**src/sv/ldcl_pkg.sv**
```systemverilog
// Shared constants, state encoding and controller/datapath interface types.
`timescale 1ns / 1ps
`default_nettype none

package ldcl_pkg;

    localparam int VALUE_W   = 12;
    localparam int COUNT_W   = 16;
    localparam int MAX_VALUE = 4096;
    localparam int MAX_ITEMS = 65535;
    localparam int ADDR_W    = $clog2(MAX_VALUE);

    typedef enum logic [2:0] {
        ST_CLEAR,
        ST_LOAD,
        ST_DRAIN,
        ST_VREAD,
        ST_VEVAL,
        ST_WALK,
        ST_EMIT
    } state_t;

    typedef struct packed {
        logic load_en;
        logic clr_en;
        logic v_init;
        logic v_read;
        logic v_eval;
        logic v_adv;
        logic walk_en;
        logic emit;
    } cmd_t;

    typedef struct packed {
        logic accept_last;
        logic pend_busy;
        logic cnt_zero;
        logic v_last;
        logic walk_done;
        logic out_busy;
        logic clr_done;
    } status_t;

endpackage

`default_nettype wire

```
**src/sv/ldcl_ctrl.sv**
```systemverilog
// Controller state machine: load, divisor walk, result and table clear.
`timescale 1ns / 1ps
`default_nettype none

module ldcl_ctrl (
    input  wire logic              clk,
    input  wire logic              rst_n,
    input  wire ldcl_pkg::status_t status,
    output ldcl_pkg::cmd_t         cmd
);
    import ldcl_pkg::*;

    state_t state_reg;
    state_t state_next;

    always_ff @(posedge clk or negedge rst_n)
    begin
        if (!rst_n)
        begin
            state_reg <= ST_CLEAR;
        end
        else
        begin
            state_reg <= state_next;
        end
    end

    always_comb
    begin
        state_next = state_reg;
        cmd        = '0;
        case (state_reg)
            ST_CLEAR:
            begin
                cmd.clr_en = 1'b1;
                if (status.clr_done)
                begin
                    state_next = ST_LOAD;
                end
            end
            ST_LOAD:
            begin
                cmd.load_en = 1'b1;
                if (status.accept_last)
                begin
                    state_next = ST_DRAIN;
                end
            end
            ST_DRAIN:
            begin
                // The final count update must land before the walk reads the table.
                if (!status.pend_busy)
                begin
                    cmd.v_init = 1'b1;
                    state_next = ST_VREAD;
                end
            end
            ST_VREAD:
            begin
                cmd.v_read = 1'b1;
                state_next = ST_VEVAL;
            end
            ST_VEVAL:
            begin
                cmd.v_eval = 1'b1;
                if (!status.cnt_zero)
                begin
                    state_next = ST_WALK;
                end
                else if (status.v_last)
                begin
                    state_next = ST_EMIT;
                end
                else
                begin
                    cmd.v_adv  = 1'b1;
                    state_next = ST_VREAD;
                end
            end
            ST_WALK:
            begin
                cmd.walk_en = 1'b1;
                if (status.walk_done)
                begin
                    if (status.v_last)
                    begin
                        state_next = ST_EMIT;
                    end
                    else
                    begin
                        cmd.v_adv  = 1'b1;
                        state_next = ST_VREAD;
                    end
                end
            end
            ST_EMIT:
            begin
                if (!status.out_busy)
                begin
                    cmd.emit   = 1'b1;
                    state_next = ST_CLEAR;
                end
            end
            default:
            begin
                state_next = ST_CLEAR;
            end
        endcase
    end

endmodule

`default_nettype wire

```
**config.mk**
```make
export PLATFORM = sky130hd
export DESIGN_NAME = ldcl_ctrl
export DESIGN_NICKNAME = d
export VERILOG_FILES = /design/src/sv/ldcl_pkg.sv /design/src/sv/ldcl_ctrl.sv
export SDC_FILE = /design/constraint.sdc
export NUM_CORES = 1
export LEC_CHECK = 0
export ABC_CLOCK_PERIOD_IN_PS = 1400
export BUFFER_PORTS_ARGS = -buffer_cell sky130_fd_sc_hd__buf_2
export CAP_MARGIN = 30
export CORE_AREA = 2 2 39 41
export CTS_BUF_LIST = sky130_fd_sc_hd__clkbuf_2 sky130_fd_sc_hd__clkbuf_4 sky130_fd_sc_hd__clkbuf_8
export DETAILED_ROUTE_END_ITERATION = 6
export DIE_AREA = 0 0 41 43
export GPL_TIMING_DRIVEN = 0
export SLEW_MARGIN = 15
export SYNTH_ARGS = -nofsm -noshare
export SYNTH_HDL_FRONTEND = slang
export SYNTH_SLANG_ARGS = --single-unit
```
**constraint.sdc**
```tcl
create_clock -name clk -period 1.4 [get_ports clk]
set_clock_uncertainty 0.15 [all_clocks]
set_input_delay 0.14 -clock clk [delete_from_list [all_inputs] [get_ports clk]]
set_output_delay 0.14 -clock clk [all_outputs]
set_load 0.02 [all_outputs]
```
Word level (Yosys, flattened, before mapping)
Cells that the tools add are included.
{ "classes": {"n_eq_ne": 11, "n_mux": 21, "n_reduce_logical": 2} }
{ "ops": {"columns": ["operator", "n"], "rows": [
  ["2-to-1 mux 3 bit", 7],
  ["one-hot mux 3 bit (7 select lines)", 1],
  ["2-to-1 mux 1 bit", 12],
  ["!= test 2 bit (second input constant)", 5],
  ["equality test 3 bit (second input constant)", 3],
  ["equality test 3 x 2 -> 1 bit (second input constant)", 2],
  ["AND reduction 5 bit", 1],
  ["equality test 3 x 1 -> 1 bit (second input constant)", 1],
  ["logical NOT 3 bit", 1],
  ["one-hot mux 1 bit (2 select lines)", 1]
]} }
{ "totals": {"regBits": 3, "inputBits": 9, "output_inout_bits": 8, "elab_cells": 35} }

Depth between registers and ports, before layout
{ "depth": {"depth_word": 3, "depth_mapped": 4, "depth_no_buf": 3} }

Worst setup path after synthesis
No wires, ideal clock.
{ "synth_timing": {"path_type": "register -> output", "from": "register state_reg[0]", "to": "output cmd[0] in the netlist's numbering", "t_arrival_ns": 1.163, "required_ns": 1.110, "setup_slack_ns": -0.053, "path_stages_with_launch": 4, "n_path_buf": 1, "cell_sequence": "dfrtp_1 buf_6 nand2b_4 nor3b_1"} }
{ "synth_rtl": {"columns": ["element", "line", "text"], "rows": [
  ["from (decl)", "ldcl_ctrl.sv:13", "state_t state_reg;"],
  ["from (signal assigned)", "ldcl_ctrl.sv:24", "state_reg <= state_next;"],
  ["to (decl)", "ldcl_ctrl.sv:9", "output ldcl_pkg::cmd_t cmd"]
]} }

==> results_dict.tcl <==
set metrics [dict create \
    row_count 14 \
    ys_seq_area_share_pct 23.44 \
    clock_latency_ps 240 \
    yosysTopAreaCell "dfrtp_1" \
    power.switching_uw 659.0 \
    setup_ws_ps -63.90 \
    drt_pre_antenna_iters 3 \
    io_pins 17 \
    area_delta_synth_final_pct 94.92 \
    power_density_nw_per_um2 2383 \
    clk_pin_slew_worst_paths_ps 40 \
    io_buffers 16 \
    clkPwrFrac_pct 12.1 \
    yosysWarnings 0 \
    n_antenna_cell 0 \
    largest_register_ffs 3 \
    start_util_pct 23.15 \
    drt-met1-wl_um 379 \
    power.internal_uw 828.6 \
    crit_type "flip-flop to output pin" \
    antenna_left 0 \
    fin_tns_setup_ps -247.5 \
    track_usage_pct 14.57 \
    hold_viol_final 0 \
    routed-wl-met3_um 43 \
    dpl_cell_area_um2 425.4 \
    crit_required_ps 1110 \
    grt_setup_unrepaired "yes" \
    fin_nets 75 \
    synth_seq_cells 3 \
    synth_edf_count 0 \
    maxSlewHeadroom_pct 88.54 \
    first_global_vias 399 \
    power_leakage_nw 0.2858 \
    worst-endpoint-arrival_ps 1170 \
    synth_cells 38 \
    synth-async-reset-ratio_pct 100.0 \
    synth_ff_type "dfrtp_1" \
    first_iter_violations 4 \
    hold_path_class "input pin to asynchronous set/reset pin" \
    fill_cells 147 \
    synth_fp_nets 47 \
    synth.distinct_cells 20 \
    worst_pin_slew_ps 167.2 \
    max_cap_viol_count 0 \
    cts_tree "done" \
    cts_sinks 3 \
    vias_per_cell 4.852 \
    numCtsBuffers 3 \
    synth_area_um2 320.3 \
    total_power_mw 1.488 \
    grt_pass1_wl_um 1669 \
    combPwrFrac_pct 74.4 \
    clock-root-buffer "clkbuf_4" \
    swShare_pct 44.30 \
    cp-end-kind "output pin" \
    grt_max_degree 8 \
    wire_per_inst_um 12.30 \
    routed.top_layer "met4" \
    place_hpwl_um 588.9 \
    power_frac_seq_pct 13.5 \
    synth.top_cell.area_share_pct 23.44 \
    drive_above_1_share_pct 69.23 \
    fmax_ghz 0.6831 \
    drc_errors 0 \
    violations "negative setup slack" \
    dieHeight_um 43 \
    place.gp.congestion 0.7443 \
    ir_worst_vdd_v 0.0008668 \
    syn_area_per_cell_um2 8.429 \
    antenna_found_initial 0 \
    slew_violations 0 \
    post-route-period-util_pct 104.6 \
    drt_wl_total_um 996 \
    die-area_um2 1763 \
    synth_top_cells_by_area "dfrtp_1 23%, mux2i_1 16%, o2bb2ai_1 8.2%" \
    setup_violations 6 \
    clockBufferDepth 2 \
    cp-start-kind "flip-flop" \
    finalCriticalPeriod_ps 1464 \
    die_x_um 41 \
    synth_common_cells "5 x mux2i_1, 5 x nor2_1, 4 x nor3_1" \
    cp_max_fo 5 \
    status "finished with violations" \
    core_area_um2 1384 \
    wl_met2_um 536 \
    htreeDepth 1 \
    post-place-ws_ps 29.52 \
    grt_overflow 0 \
    num_vias 393 \
    finalInstanceArea_um2 624.3 \
]
[layout by cell type (no fill, tap or decap), types with 2 or more instances in the layout]
cell type / synthesis / layout
mux2i_1: 5 / 4
dfrtp_2: 0 / 2
buf_4: 0 / 10
buf_6: 2 / 7
nor3_2: 0 / 2
nand2b_4: 1 / 2
o22ai_1: 2 / 2
o2bb2ai_1: 3 / 3
nor3_4: 0 / 2
buf_2: 1 / 8
nor2_1: 5 / 4
clkbuf_4: 0 / 4
[worst max-delay path, cell delays in order, from the launching register on]
cell	delay (ps)
dfrtp_2	440
nand2b_4	170
nor3b_2	160
buf_4	160
[kinds of logic (layout without fill, tap and decap cells)]
logic type	after synthesis	in the layout	synth area share, %
flops	3	3	23.44
mux	5	5	15.63
buf+inv	5	32	10.94
compound gates	10	10	24.22
simple gates	15	15	25.78
[cell type report]
| type | instances | area (µm²) | area share [%] |
|---|---|---|---|
| Tap cell | 16 | 20.02 | 3.206 |
| Timing Repair Buffer | 24 | 181.4 | 29.06 |
| Sequential cell | 3 | 77.57 | 12.42 |
| Inverter | 2 | 7.507 | 1.202 |
| Buffer | 2 | 22.52 | 3.607 |
| Clock buffer | 4 | 30.03 | 4.810 |
| Multi-Input combinational cell | 30 | 285.3 | 45.69 |
[final timing paths]
path                               from            to  slack, ps  cells after the start
max in group asynchronous         rst_n  state_reg[0]        910                      2
hold reg to reg            state_reg[0]  state_reg[2]        550                      2
min in group clk              status[5]  state_reg[1]        100                      3
setup reg to reg           state_reg[0]  state_reg[0]        -40                      4
setup / recovery           state_reg[0]        cmd[0]        -60                      3
hold / removal                    rst_n  state_reg[2]         70                      2
[stage by stage]
stage                     std cells  util [%]  hold slack (ps)
after floorplan                  38         -           -305.6
after global placement           70     30.74           -212.8
after detailed placement         70     30.74           -214.0
after CTS                        82     40.69            70.51
after global routing             81     45.12            96.18
final                            81     45.12            69.99
[power by group through the flow]
stage / logic, mW / registers [mW] / clock network [mW]
floorplan: 0.554 / 0.169 / 0
global placement: 0.702 / 0.177 / 0
detailed placement: 0.709 / 0.178 / 0
CTS: 0.953 / 0.173 / 0.187
global route: 1.18 / 0.207 / 0.198
finish: 1.11 / 0.201 / 0.180
[layer usage]
| layer | vias up | global-route usage, % |
|---|---|---|
| li1 | 195 | - |
| met1 | 183 | 16.45 |
| met2 | 11 | 22.81 |
| met3 | 4 | 1.571 |
| met4 | 0 | 12.00 |
| met5 | - | 0 |
[timing repair]
item	CTS	global route
hold buffers	1	0
endpoints found under the setup margin	8	10
resized for setup	13	19
pin swaps	3	4
hold endpoints to repair	3	0
cloned	0	0
buffers inserted	7	0
Power figures use the tool's default switching activity.
